===== config.mk =====
export PLATFORM = sky130hd
export DESIGN_NAME = multichannel_soft_pwm_hbridge
export DESIGN_NICKNAME = d
export VERILOG_FILES = /design/src/rtl/mshb_pkg.sv /design/src/rtl/mshb_chan_ram.sv /design/src/rtl/multichannel_soft_pwm_hbridge.sv
export SDC_FILE = /design/constraint.sdc
export NUM_CORES = 1
export LEC_CHECK = 0
export ABC_CLOCK_PERIOD_IN_PS = 4600
export BUFFER_PORTS_ARGS = -buffer_cell sky130_fd_sc_hd__buf_2
export CAP_MARGIN = 20
export CORE_ASPECT_RATIO = 0.7
export CORE_MARGIN = 4
export CORE_UTILIZATION = 35
export CTS_CLUSTER_DIAMETER = 40
export DETAILED_ROUTE_END_ITERATION = 7
export SLEW_MARGIN = 10
export SYNTH_ARGS = -nofsm -noshare
export SYNTH_HDL_FRONTEND = slang
export SYNTH_HIERARCHICAL = 1
export SYNTH_SLANG_ARGS = --single-unit

===== constraint.sdc =====
create_clock -name aclk -period 4.6 [get_ports aclk]
set_input_delay 0.69 -clock aclk [delete_from_list [all_inputs] [get_ports aclk]]
set_output_delay 0.69 -clock aclk [all_outputs]
set_load 0.02 [all_outputs]

===== src/rtl/mshb_pkg.sv =====
// ----------------------------------------------------------------------------
// mshb_pkg
// Shared types and constants of the multichannel soft PWM / H-bridge block.
// ----------------------------------------------------------------------------
`timescale 1ns / 1ps
`default_nettype none

package mshb_pkg;

    localparam int CHANNELS_DEF = 16;

    localparam int PIN_W   = 8;
    localparam int DUTY_W  = 8;
    localparam int SPEED_W = 16;

    // Motor speed is clamped to this magnitude.
    localparam logic signed [SPEED_W-1:0] SPEED_MAX = 16'sd255;
    localparam logic signed [SPEED_W-1:0] SPEED_MIN = -16'sd255;
    localparam logic [DUTY_W-1:0]         DUTY_MAX  = 8'd255;

    localparam logic STATUS_OK   = 1'b0;
    localparam logic STATUS_FULL = 1'b1;

    typedef enum logic [1:0] {
        FUNC_TICK  = 2'd0,
        FUNC_WRITE = 2'd1,
        FUNC_MOTOR = 2'd2,
        FUNC_NONE  = 2'd3
    } func_t;

    typedef enum logic [1:0] {
        ST_IDLE,
        ST_FIND,
        ST_TICK
    } state_t;

    // One channel table entry as held in memory.
    typedef struct packed {
        logic [PIN_W-1:0]  pin;
        logic [DUTY_W-1:0] duty;
    } chan_t;

endpackage

`default_nettype wire


===== src/rtl/mshb_chan_ram.sv =====
// ----------------------------------------------------------------------------
// mshb_chan_ram
// Channel table memory: one write port, one registered read port, with the
// write data forwarded when both ports address the same entry.
// ----------------------------------------------------------------------------
`timescale 1ns / 1ps
`default_nettype none

module mshb_chan_ram #(
    parameter int CHANNELS = mshb_pkg::CHANNELS_DEF,
    parameter int IDX_W    = (CHANNELS > 1) ? $clog2(CHANNELS) : 1
) (
    input  wire                 aclk,
    input  wire                 wr_en,
    input  wire [IDX_W-1:0]     wr_addr,
    input  mshb_pkg::chan_t     wr_data,
    input  wire [IDX_W-1:0]     rd_addr,
    output mshb_pkg::chan_t     rd_data
);

    mshb_pkg::chan_t mem [0:CHANNELS-1];
    mshb_pkg::chan_t rd_data_reg;

    always_ff @(posedge aclk) begin
        if (wr_en) begin
            mem[wr_addr] <= wr_data;
        end
    end

    always_ff @(posedge aclk) begin
        if (wr_en && (wr_addr == rd_addr)) begin
            rd_data_reg <= wr_data;
        end else begin
            rd_data_reg <= mem[rd_addr];
        end
    end

    assign rd_data = rd_data_reg;

endmodule

`default_nettype wire


===== src/rtl/multichannel_soft_pwm_hbridge.sv =====
// ----------------------------------------------------------------------------
// multichannel_soft_pwm_hbridge
// Table of PWM channels bound to pins, with duty writes, H-bridge motor
// commands and a phase tick that reports the level of every active channel.
// ----------------------------------------------------------------------------
//
//  Channel | Ports                                        | Direction
//  --------+----------------------------------------------+----------
//  input   | s_valid s_ready s_func s_pin s_pin_b s_duty   | in
//          | s_speed                                      |
//  result  | m_valid m_ready m_from_tick m_out_pin m_level | out
//          | m_status m_last                              |
//
//  A tick walks the active channels, one per cycle while the result is free.
//  A duty write scans from entry 0 to the pin's entry, or to the fill count
//  for a new pin or a full table; a motor command is two writes.
//  Active channels always form a prefix of the table, so a fill count stands
//  in for per-entry valid bits and reset needs no clearing pass.
//  A stalled result word holds the walk in place until it is taken.
//
`timescale 1ns / 1ps
`default_nettype none

module multichannel_soft_pwm_hbridge #(
    parameter int CHANNELS = mshb_pkg::CHANNELS_DEF
) (
    input  wire                          aclk,
    input  wire                          aresetn,

    input  wire                          s_valid,
    output logic                         s_ready,
    input  wire [1:0]                    s_func,
    input  wire [mshb_pkg::PIN_W-1:0]    s_pin,
    input  wire [mshb_pkg::PIN_W-1:0]    s_pin_b,
    input  wire [mshb_pkg::DUTY_W-1:0]   s_duty,
    input  wire signed [mshb_pkg::SPEED_W-1:0] s_speed,

    output logic                         m_valid,
    input  wire                          m_ready,
    output logic                         m_from_tick,
    output logic [mshb_pkg::PIN_W-1:0]   m_out_pin,
    output logic                         m_level,
    output logic                         m_status,
    output logic                         m_last
);

    localparam int IDX_W = (CHANNELS > 1) ? $clog2(CHANNELS) : 1;
    localparam int CNT_W = $clog2(CHANNELS + 1);
    localparam logic [CNT_W-1:0] FILL_MAX = CNT_W'(CHANNELS);
    localparam logic [CNT_W-1:0] CNT_ONE  = CNT_W'(1);

    mshb_pkg::state_t state_reg, state_next;
    logic [CNT_W-1:0] idx_reg, idx_next;
    logic [CNT_W-1:0] fill_reg, fill_next;
    logic [mshb_pkg::DUTY_W-1:0] phase_reg, phase_next;
    logic [mshb_pkg::PIN_W-1:0]  pin_reg, pin_next;
    logic [mshb_pkg::PIN_W-1:0]  pin_b_reg, pin_b_next;
    logic [mshb_pkg::DUTY_W-1:0] duty_reg, duty_next;
    logic [mshb_pkg::DUTY_W-1:0] rev_reg, rev_next;
    logic more_reg, more_next;

    logic m_valid_reg;
    logic m_from_tick_reg, m_level_reg, m_status_reg, m_last_reg;
    logic [mshb_pkg::PIN_W-1:0] m_out_pin_reg;

    mshb_pkg::chan_t rd_data;
    mshb_pkg::chan_t wr_data;
    logic            wr_en;
    logic [IDX_W-1:0] wr_addr;

    logic out_free;
    logic hit, miss, full, tick_last;
    logic emit_status, emit_tick;
    logic [mshb_pkg::DUTY_W-1:0] fwd_duty, rev_duty;
    logic signed [mshb_pkg::SPEED_W-1:0] speed_neg;

    mshb_chan_ram #(
        .CHANNELS (CHANNELS),
        .IDX_W    (IDX_W)
    ) u_ram (
        .aclk    (aclk),
        .wr_en   (wr_en),
        .wr_addr (wr_addr),
        .wr_data (wr_data),
        .rd_addr (idx_next[IDX_W-1:0]),
        .rd_data (rd_data)
    );

    // Clamp the motor speed and split it into forward and reverse duty.
    always_comb begin
        speed_neg = -s_speed;
        if (s_speed > mshb_pkg::SPEED_MAX) begin
            fwd_duty = mshb_pkg::DUTY_MAX;
        end else if (s_speed > 0) begin
            fwd_duty = s_speed[mshb_pkg::DUTY_W-1:0];
        end else begin
            fwd_duty = '0;
        end
        if (s_speed < mshb_pkg::SPEED_MIN) begin
            rev_duty = mshb_pkg::DUTY_MAX;
        end else if (s_speed < 0) begin
            rev_duty = speed_neg[mshb_pkg::DUTY_W-1:0];
        end else begin
            rev_duty = '0;
        end
    end

    // Output and datapath control.
    always_comb begin
        s_ready     = (state_reg == mshb_pkg::ST_IDLE);
        out_free    = !m_valid_reg || m_ready;
        miss        = (idx_reg == fill_reg);
        hit         = !miss && (rd_data.pin == pin_reg);
        full        = (fill_reg == FILL_MAX);
        tick_last   = (idx_reg == (fill_reg - CNT_ONE));
        emit_status = (state_reg == mshb_pkg::ST_FIND) && (hit || miss) && out_free;
        emit_tick   = (state_reg == mshb_pkg::ST_TICK) && out_free;
        wr_en       = emit_status && (hit || !full);
        wr_addr     = hit ? idx_reg[IDX_W-1:0] : fill_reg[IDX_W-1:0];
        wr_data.pin  = pin_reg;
        wr_data.duty = duty_reg;
    end

    // Next state.
    always_comb begin
        state_next = state_reg;
        idx_next   = idx_reg;
        fill_next  = fill_reg;
        phase_next = phase_reg;
        pin_next   = pin_reg;
        pin_b_next = pin_b_reg;
        duty_next  = duty_reg;
        rev_next   = rev_reg;
        more_next  = more_reg;
        unique case (state_reg)
            mshb_pkg::ST_IDLE: begin
                idx_next = '0;
                if (s_valid) begin
                    unique case (s_func)
                        mshb_pkg::FUNC_TICK: begin
                            phase_next = phase_reg + 1'b1;
                            if (fill_reg != '0) begin
                                state_next = mshb_pkg::ST_TICK;
                            end
                        end
                        mshb_pkg::FUNC_WRITE: begin
                            pin_next   = s_pin;
                            duty_next  = s_duty;
                            more_next  = 1'b0;
                            state_next = mshb_pkg::ST_FIND;
                        end
                        mshb_pkg::FUNC_MOTOR: begin
                            pin_next   = s_pin;
                            duty_next  = fwd_duty;
                            pin_b_next = s_pin_b;
                            rev_next   = rev_duty;
                            more_next  = 1'b1;
                            state_next = mshb_pkg::ST_FIND;
                        end
                        default: begin
                            state_next = mshb_pkg::ST_IDLE;
                        end
                    endcase
                end
            end
            mshb_pkg::ST_FIND: begin
                if (emit_status) begin
                    if (!hit && !full) begin
                        fill_next = fill_reg + CNT_ONE;
                    end
                    idx_next = '0;
                    if (more_reg) begin
                        // Second half of a motor command: the reverse pin.
                        pin_next  = pin_b_reg;
                        duty_next = rev_reg;
                        more_next = 1'b0;
                    end else begin
                        state_next = mshb_pkg::ST_IDLE;
                    end
                end else if (!hit && !miss) begin
                    idx_next = idx_reg + CNT_ONE;
                end
            end
            mshb_pkg::ST_TICK: begin
                if (emit_tick) begin
                    idx_next = idx_reg + CNT_ONE;
                    if (tick_last) begin
                        state_next = mshb_pkg::ST_IDLE;
                    end
                end
            end
            default: begin
                state_next = mshb_pkg::ST_IDLE;
            end
        endcase
    end

    always_ff @(posedge aclk) begin
        if (!aresetn) begin
            state_reg <= mshb_pkg::ST_IDLE;
            idx_reg   <= '0;
            fill_reg  <= '0;
            phase_reg <= '0;
            more_reg  <= 1'b0;
        end else begin
            state_reg <= state_next;
            idx_reg   <= idx_next;
            fill_reg  <= fill_next;
            phase_reg <= phase_next;
            more_reg  <= more_next;
        end
    end

    always_ff @(posedge aclk) begin
        pin_reg   <= pin_next;
        pin_b_reg <= pin_b_next;
        duty_reg  <= duty_next;
        rev_reg   <= rev_next;
    end

    // Result word register.
    always_ff @(posedge aclk) begin
        if (!aresetn) begin
            m_valid_reg <= 1'b0;
        end else if (emit_status || emit_tick) begin
            m_valid_reg <= 1'b1;
        end else if (m_ready) begin
            m_valid_reg <= 1'b0;
        end
    end

    always_ff @(posedge aclk) begin
        if (emit_status) begin
            m_from_tick_reg <= 1'b0;
            m_out_pin_reg   <= '0;
            m_level_reg     <= 1'b0;
            m_status_reg    <= (!hit && full) ? mshb_pkg::STATUS_FULL : mshb_pkg::STATUS_OK;
            m_last_reg      <= !more_reg;
        end else if (emit_tick) begin
            m_from_tick_reg <= 1'b1;
            m_out_pin_reg   <= rd_data.pin;
            m_level_reg     <= (phase_reg < rd_data.duty);
            m_status_reg    <= mshb_pkg::STATUS_OK;
            m_last_reg      <= tick_last;
        end
    end

    assign m_valid     = m_valid_reg;
    assign m_from_tick = m_from_tick_reg;
    assign m_out_pin   = m_out_pin_reg;
    assign m_level     = m_level_reg;
    assign m_status    = m_status_reg;
    assign m_last      = m_last_reg;

endmodule

`default_nettype wire


* Word-level counts from Yosys, hierarchy flattened *
Memories as Yosys holds them, arrays and structs flattened. A register that Yosys moved wholly into a read port is not among the register bits.
Index checks and enable logic that the tools add are counted.

storage, ports and cells
  output and inout port bits = 14
  register bits after elaboration = 66
  memories = 1
  memory bits (writable) = 256

memory list
  name       depth  bits a word  read ports  clocked after memory_dff  write ports  RTL line             text
  u_ram.mem  16     16           1           1                         1            mshb_chan_ram.sv:21  mshb_pkg::chan_t mem [0:CHANNELS-1];

cells by class
  $lt $le $gt $ge = 5
  eq/ne operators = 18
  mux-type cells = 39
  reduce and logical (&&, ||, !) cells = 33
  $add $sub $neg = 5

operators with widths
  operator               number
  $mux W8                10
  $pmux W8 S2            3
  $gt A16 B1 Y1 const B  1
  $gt A16 B9 Y1 const B  1
  $lt A16 B1 Y1 const B  1
  $lt A16 B9 Y1 const B  1
  $mux W5                3
  $pmux W5 S3            1
  $ne A2 B2 Y1 const B   7
  $mux W2                6
  $reduce_and A3 Y1      4
  $mux W1                11
  $add A5 B1 Y5 const B  2
  $eq A5 B5 Y1           2
  $reduce_and A5 Y1      2
  $add A8 B1 Y8 const B  1
  $eq A8 B8 Y1           1
  $logic_and A1 B1 Y1    8
  $lt A8 B8 Y1           1
  $neg A8 Y8             1
  $pmux W2 S3            1
  $reduce_and A6 Y1      1
  $reduce_bool A2 Y1     3
  $eq A5 B5 Y1 const B   1
  16 further kinds       27

* Longest topological paths before layout *
Gate-level depths: netlist of the first run.

  depth after elaboration = 9
  gate-level depth with buffers = 13
  mapped depth without buffers = 11

* Modules after synthesis *
The synthesis of the first run kept the hierarchy.

by module, submodules not included
  module                         seq. area each (um^2)  times used  cells each  area each (um^2)
  mshb_chan_ram                  7767.4                 1           420         9803.2
  multichannel_soft_pwm_hbridge  1661.6                 1           388         3678.5

* Least setup slack after synthesis of the first run *
OpenSTA, ideal clock, no wires.

  path kind = register to register
  start = register (tool-made name)
  end = memory u_ram/mem[0][0] in the netlist's numbering, enable pin
  clock period less this slack = 4.625 ns
  setup slack = -0.025 ns
  arrival time = 4.216 ns
  stages on the path, launching flop included = 14
  setup time = 0.409 ns
  data required time = 4.191 ns
  path through = dfxtp_1 buf_6 buf_6 mux4_1 a22oi_1 nand2_1 xnor2_1 nand4_1 nor2_2 nor2_4 nor3_4 o21a_1 or3b_2 nor3_1

RTL lines
  item              RTL line
  end: declaration  mshb_chan_ram.sv:21

==> results of run 1 <==
-- kinds of logic after synthesis --
group           count (synthesis)  synth area share
flops                         326             0.699
mux                            69             0.114
compound gates                108            0.0542
simple gates                  200            0.0752
fa+ha+maj                      16            0.0148
buf+inv                        55            0.0201
xor+xnor                       34            0.0226
-- power by group --
part | total (µW) | switching [µW] | internal [µW]
clock network | 2590 | 1100 | 1490
registers | 3450 | 106 | 3350
logic | 634 | 349 | 285
-- metal layers --
metal | GRT usage | routed length [µm] | vias up | part of all wire
met5 | 0 | 0 | - | 0
met3 | 0.0273 | 1790 | 41 | 0.058
li1 | - | - | 3368 | -
met2 | 0.212 | 13400 | 222 | 0.44
met4 | 0.0266 | 491 | 0 | 0.016
met1 | 0.226 | 14900 | 3861 | 0.49
-- cell type report --
class,instances,area share
inverters,14,0.00336
clock buffers,38,0.0526
well taps,488,0.0391
diodes,1,0.000160
flip-flops and latches,326,0.604
repair buffers,99,0.0421
multi-input cells,427,0.246
clock inverters,18,0.0132
-- per-stage QoR --
| step | cell area, µm² | utilization |
|---|---|---|
| 2_1_floorplan | 13500 | - |
| 3_3_place_gp | 14600 | 0.388 |
| 3_5_place_dp | 14600 | 0.388 |
| 4_1_cts | 15600 | 0.416 |
| 5_1_grt | 15600 | 0.416 |
| 6_report | 15600 | 0.416 |
-- cell usage in the layout, fill, tap and decap left out, types with 10 or more instances in the layout --
| cell type | instances |
|---|---|
| nor2_2 | 13 |
| nor2_1 | 24 |
| dfxtp_1 | 34 |
| edfxtp_1 | 290 |
| nor2b_1 | 12 |
| ha_1 | 16 |
| inv_1 | 14 |
| nand3_1 | 12 |
| clkbuf_16 | 31 |
| buf_2 | 59 |
| nand2_1 | 77 |
| xnor2_1 | 20 |
| mux4_1 | 10 |
| a22oi_1 | 32 |
| a21oi_1 | 19 |
| buf_4 | 35 |
| nand4_1 | 10 |
| mux4_2 | 54 |
| xor2_1 | 13 |
| o21ai_0 | 15 |
| o21a_1 | 11 |
-- worst paths after layout --
path	slack (ns)	startpoint	endpoint
worst max-delay path	0.40	flop	u_ram/mem[0][13]$_DFFE_PP_
worst min-delay path	0.29	s_pin_b[6]	pin_b_reg[6]$_DFFE_PP_
worst min register to register	0.45	m_out_pin[2]$_SDFFE_PP0P_	m_out_pin[2]$_SDFFE_PP0P_
worst max register to register	0.40	flop	u_ram/mem[0][13]$_DFFE_PP_
==> metrics.yaml, run 1 <==
pwr:
  p_leak_uw: 0.00517
  p_per_area_mw_per_mm2: 427
  ir_drop_mv: 0.249
  power_uw: 6680
floorplan:
  dieArea_mm2: 0.0418
  initial_core_util: 0.359
  fp-row-count: 59
  ios: 60
  die_w_um: 243
  die_y_um: 172
  core_mm2: 0.0376
routing:
  avgRoutedWirePerCell_um: 21.7
  via_count: 7492
  wl_mm: 30.6
  drtPass1Iterations: 5
  drt_iter0_markers: 760
  ant_nets: 0
  routed_via_density: 5.31
  drc_errors: 0
clocking:
  cts_buffers: 31
  cts-root-buf: "clkbuf_16"
  ctsResizeCount: 0
  cts_tree: "yes"
  path_clk_slew_ns: 0.07
  cts_sinks: 326
  clk_path_buf_depth: 3
  h-tree-depth: 1
  insertion_delay_ns: 0.57
  hold_buffers: 0
  cts_setup_buffers: 0
finish:
  fin_cells: 1411
  largest_register_ffs: 256
  synthToLayoutAreaGrowth_pct: 15.9
  fillers: 3332
  drive_above_1_share: 0.254
  multi_input_area_mm2: 0.00384
  seqCellArea_mm2: 0.00943
  fin_nets: 961
  top_register: "u_ram/mem"
setup_path:
  worst-endpoint-required_ns: 4.83
  start_kind: "flop"
  crit_top_cell: "nor3_4"
  end_kind: "flop"
  critical_path_class: "flop to flop"
  crit_path_cell_trace: "buf_12 > mux4_2 > a22oi_1 > nand2_1 > xnor2_1 > nand4_1 > nor2_2 > nor2_4 > nor3_4 > o21a_1 > or3b_2 > nor3_4 > buf_4"
  slowest_delay_ns: 0.55
  ff2ff_path_depth: 13
  path_delay_family: "simple AND/OR/NAND/NOR gates"
  cp.arrival_ns: 4.43
  cp.depth: 13
  cp_num_buf_inv: 2
  cp_slowest_cell: "or3b_2"
  cp_max_fo: 20
timing:
  worst_pin_slew_ns: 0.987
  finalCritPeriodShare: 0.914
  rsz0062_at_grt: "no"
  slew-limit-headroom: 0.342
  min_period_ns: 4.20
  tns_ns: 0
  hold_violations: 0
  fin_ws_ns: 0.398
  slew_violations: 0
  hold_ws_ns: 0.295
  fmax_mhz: 238
  finClkSkew_ns: 0.0178
  setup_viol: 0
min_path:
  worstHoldPathType: "primary input to flop"
  holdPathStages: 1
global_routing:
  grt_pass1_wl_mm: 46.0
  grt-ovfl-total: 0
  grt_max_degree: 33
  grt_usage: 0.144
  grt_pass1_vias: 7352
  antenna_found_initial: 1
yosys:
  async_reset_ff_frac: 0
  ys_seq_area_frac: 0.699
  synth_top_area_share: 0.646
  synth_edf_count: 290
  synth_top_area_cell: "edfxtp_1"
  synthesis.nets: 870
  synth_most_common_cell: "edfxtp_1"
  synth_cells: 808
  yosys-top-cells-area: "edfxtp_1 (65%), mux4_2 (9.0%), dfxtp_1 (5.3%)"
  syn_area_per_cell_um2: 16.7
  syn_area_mm2: 0.0135
  yosysWarnings: 6
  synth-seq-cells: 326
  ys.flop_type: "edfxtp_1"
  synth_cell_types: 64
  synthTopCellsByCount: "edfxtp_1 (290), nand2_1 (77), mux4_2 (54)"
placed_design:
  dpl.hpwl_mm: 19.7
  gp_congestion: 0.778
  port_buffers: 59
  dpl_worst_slack_ns: 0.394
  dp.cells: 1354
status:
  status: "completed"
run:
  maxCapViolations: 0
Power figures use the tool's default switching activity.
==> run 2, diff against run 1 <==
--- a/config.mk
+++ b/config.mk
@@ -16,5 +16,4 @@
 export SLEW_MARGIN = 10
 export SYNTH_ARGS = -nofsm -noshare
 export SYNTH_HDL_FRONTEND = slang
-export SYNTH_HIERARCHICAL = 1
 export SYNTH_SLANG_ARGS = --single-unit
==> metrics.yaml, run 2 <==
placed_design:
  gp_congestion: 0.858
  dpl.hpwl_mm: 22.7
  port_buffers: 59
  dp.cells: 1401
routing:
  drc_errors: 0
  drtPass1Iterations: 5
  drt_iter0_markers: 839
  avgRoutedWirePerCell_um: 22.8
  via_count: 7678
  ant_nets: 0
  routed_via_density: 5.27
  wl_mm: 33.3
yosys:
  synth_most_common_cell: "edfxtp_1"
  syn_area_per_cell_um2: 16.7
  synth_cell_types: 66
  synthTopCellsByCount: "edfxtp_1 (290), mux4_2 (69), nand2_1 (57)"
  synth_top_area_share: 0.638
  synth-seq-cells: 326
  ys_seq_area_frac: 0.691
  ys.flop_type: "edfxtp_1"
  yosys-top-cells-area: "edfxtp_1 (64%), mux4_2 (11%), dfxtp_1 (5.3%)"
  synthesis.nets: 878
  async_reset_ff_frac: 0
  syn_area_mm2: 0.0136
  yosysWarnings: 0
  synth_top_area_cell: "edfxtp_1"
  synth_edf_count: 290
  synth_cells: 816
clocking:
  h-tree-depth: 1
  cts_buffers: 31
  insertion_delay_ns: 0.57
  hold_buffers: 0
  clk_path_buf_depth: 3
  ctsResizeCount: 0
  path_clk_slew_ns: 0.07
  cts-root-buf: "clkbuf_16"
  cts_tree: "yes"
  cts_setup_buffers: 0
  cts_sinks: 326
run:
  maxCapViolations: 0
global_routing:
  grt_pass1_wl_mm: 49.9
  grt_pass1_vias: 7636
  grt_max_degree: 47
  grt-ovfl-total: 0
  grt_usage: 0.156
  antenna_found_initial: 1
finish:
  drive_above_1_share: 0.256
  fillers: 3500
  largest_register_ffs: 256
  n_antenna_cell: 0
  layout_commonest_cell: "edfxtp_1"
  synthToLayoutAreaGrowth_pct: 15.3
  fin_cells: 1458
  layout_common_cells: "edfxtp_1 (290), mux4_2 (69), buf_2 (59)"
  fin_nets: 969
  top_register: "u_ram.mem"
setup_path:
  ff2ff_path_depth: 10
  critical_path_class: "flop to flop"
  cp.arrival_ns: 4.17
  end_kind: "flop"
  cp_max_fo: 22
  r2r_slack_ns: 0.60
  r2r-end: "u_ram.mem[4][9]$_DFFE_PP_"
  start_kind: "flop"
  worst-endpoint-required_ns: 4.77
timing:
  slew_violations: 0
  setup_viol: 0
  worst_pin_slew_ns: 1.11
  rsz0062_at_grt: "no"
  slew-limit-headroom: 0.261
  finalCritPeriodShare: 0.868
  min_period_ns: 4.00
  tns_ns: 0
  hold_ws_ns: 0.306
  fmax_mhz: 250
  finClkSkew_ns: 0.0198
  hold_violations: 0
min_path:
  worstHoldPathType: "primary input to flop"
  hold_start: "s_pin_b[7]"
  holdPathStages: 1
  hold_path_end: "pin_b_reg[7]$_DFFE_PP_"
floorplan:
  dieArea_mm2: 0.0423
  ios: 60
  die_y_um: 173
  core_mm2: 0.0384
  die_w_um: 244
  initial_core_util: 0.355
  fp-row-count: 60
pwr:
  power_uw: 6570
  p_per_area_mw_per_mm2: 417
  ir_drop_mv: 0.329
  p_leak_uw: 0.00510
status:
  status: "completed"
## run 2: kinds of logic (layout without fill, tap and decap cells)
| kind of cell | Yosys count | count (layout) | share of synthesized area |
|---|---|---|---|
| AND/OR/NAND/NOR | 173 | 173 | 0.0596 |
| buffers and inverters | 60 | 175 | 0.0193 |
| XOR/XNOR | 39 | 39 | 0.0250 |
| AO/OA/AOI/OAI | 94 | 94 | 0.0476 |
| flip-flops | 326 | 326 | 0.691 |
| multiplexers | 108 | 108 | 0.143 |
| adder cells (fa/ha/maj) | 16 | 16 | 0.0147 |
## run 2: metal layers
layer	GRT usage	part of all wire	up-vias
li1	-	-	3369
met1	0.252	0.49	3986
met2	0.216	0.42	280
met3	0.0329	0.074	43
met4	0.0277	0.018	0
met5	0	0	-
## run 2: critical path: stages, from the launching register on
cell	delay (ns)
dfxtp_4	0.63
buf_12	0.24
mux4_2	0.51
mux2i_1	0.22
xor2_1	0.17
o2111a_1	0.24
o211ai_2	0.22
nor3_4	0.23
buf_4	0.17
mux2i_1	0.10
nor2_2	0.85
## run 2: stage by stage
stage	area [µm²]	util	setup slack (ns)
after floorplan	13600	-	0.919
after global routing	15700	0.410	0.369
after CTS	15700	0.410	0.579
final	15700	0.410	0.605
after detailed placement	14800	0.385	0.597
after global placement	14800	0.384	0.509
## run 2: worst max path at each step
stage,from,end,slack (ns),depth (start not counted)
2_1_floorplan,flop,u_ram.mem[13][0]$_DFFE_PP_,0.92,10
4_1_cts,flop,u_ram.mem[4][9]$_DFFE_PP_,0.58,10
3_5_place_dp,flop,u_ram.mem[0][8]$_DFFE_PP_,0.60,10
6_report,flop,u_ram.mem[4][9]$_DFFE_PP_,0.60,10
3_3_place_gp,flop,u_ram.mem[8][2]$_DFFE_PP_,0.51,10
5_1_grt,flop,u_ram.mem[4][9]$_DFFE_PP_,0.37,10
## run 2: power by group
group	switching (µW)	internal (µW)	leakage, µW
sequential	134	3350	0.00291
clock	1080	1340	0.000454
combinational	396	273	0.00174
## run 2: final cells by class
type	instances	area [µm²]	area share
sequential	326	9440	0.600
multi-input combinational	430	4000	0.254
clock buffer	44	845	0.0537
tap	527	659	0.0419
timing repair buffer	98	621	0.0394
clock inverter	13	106	0.00676
inverter	20	75.1	0.00477
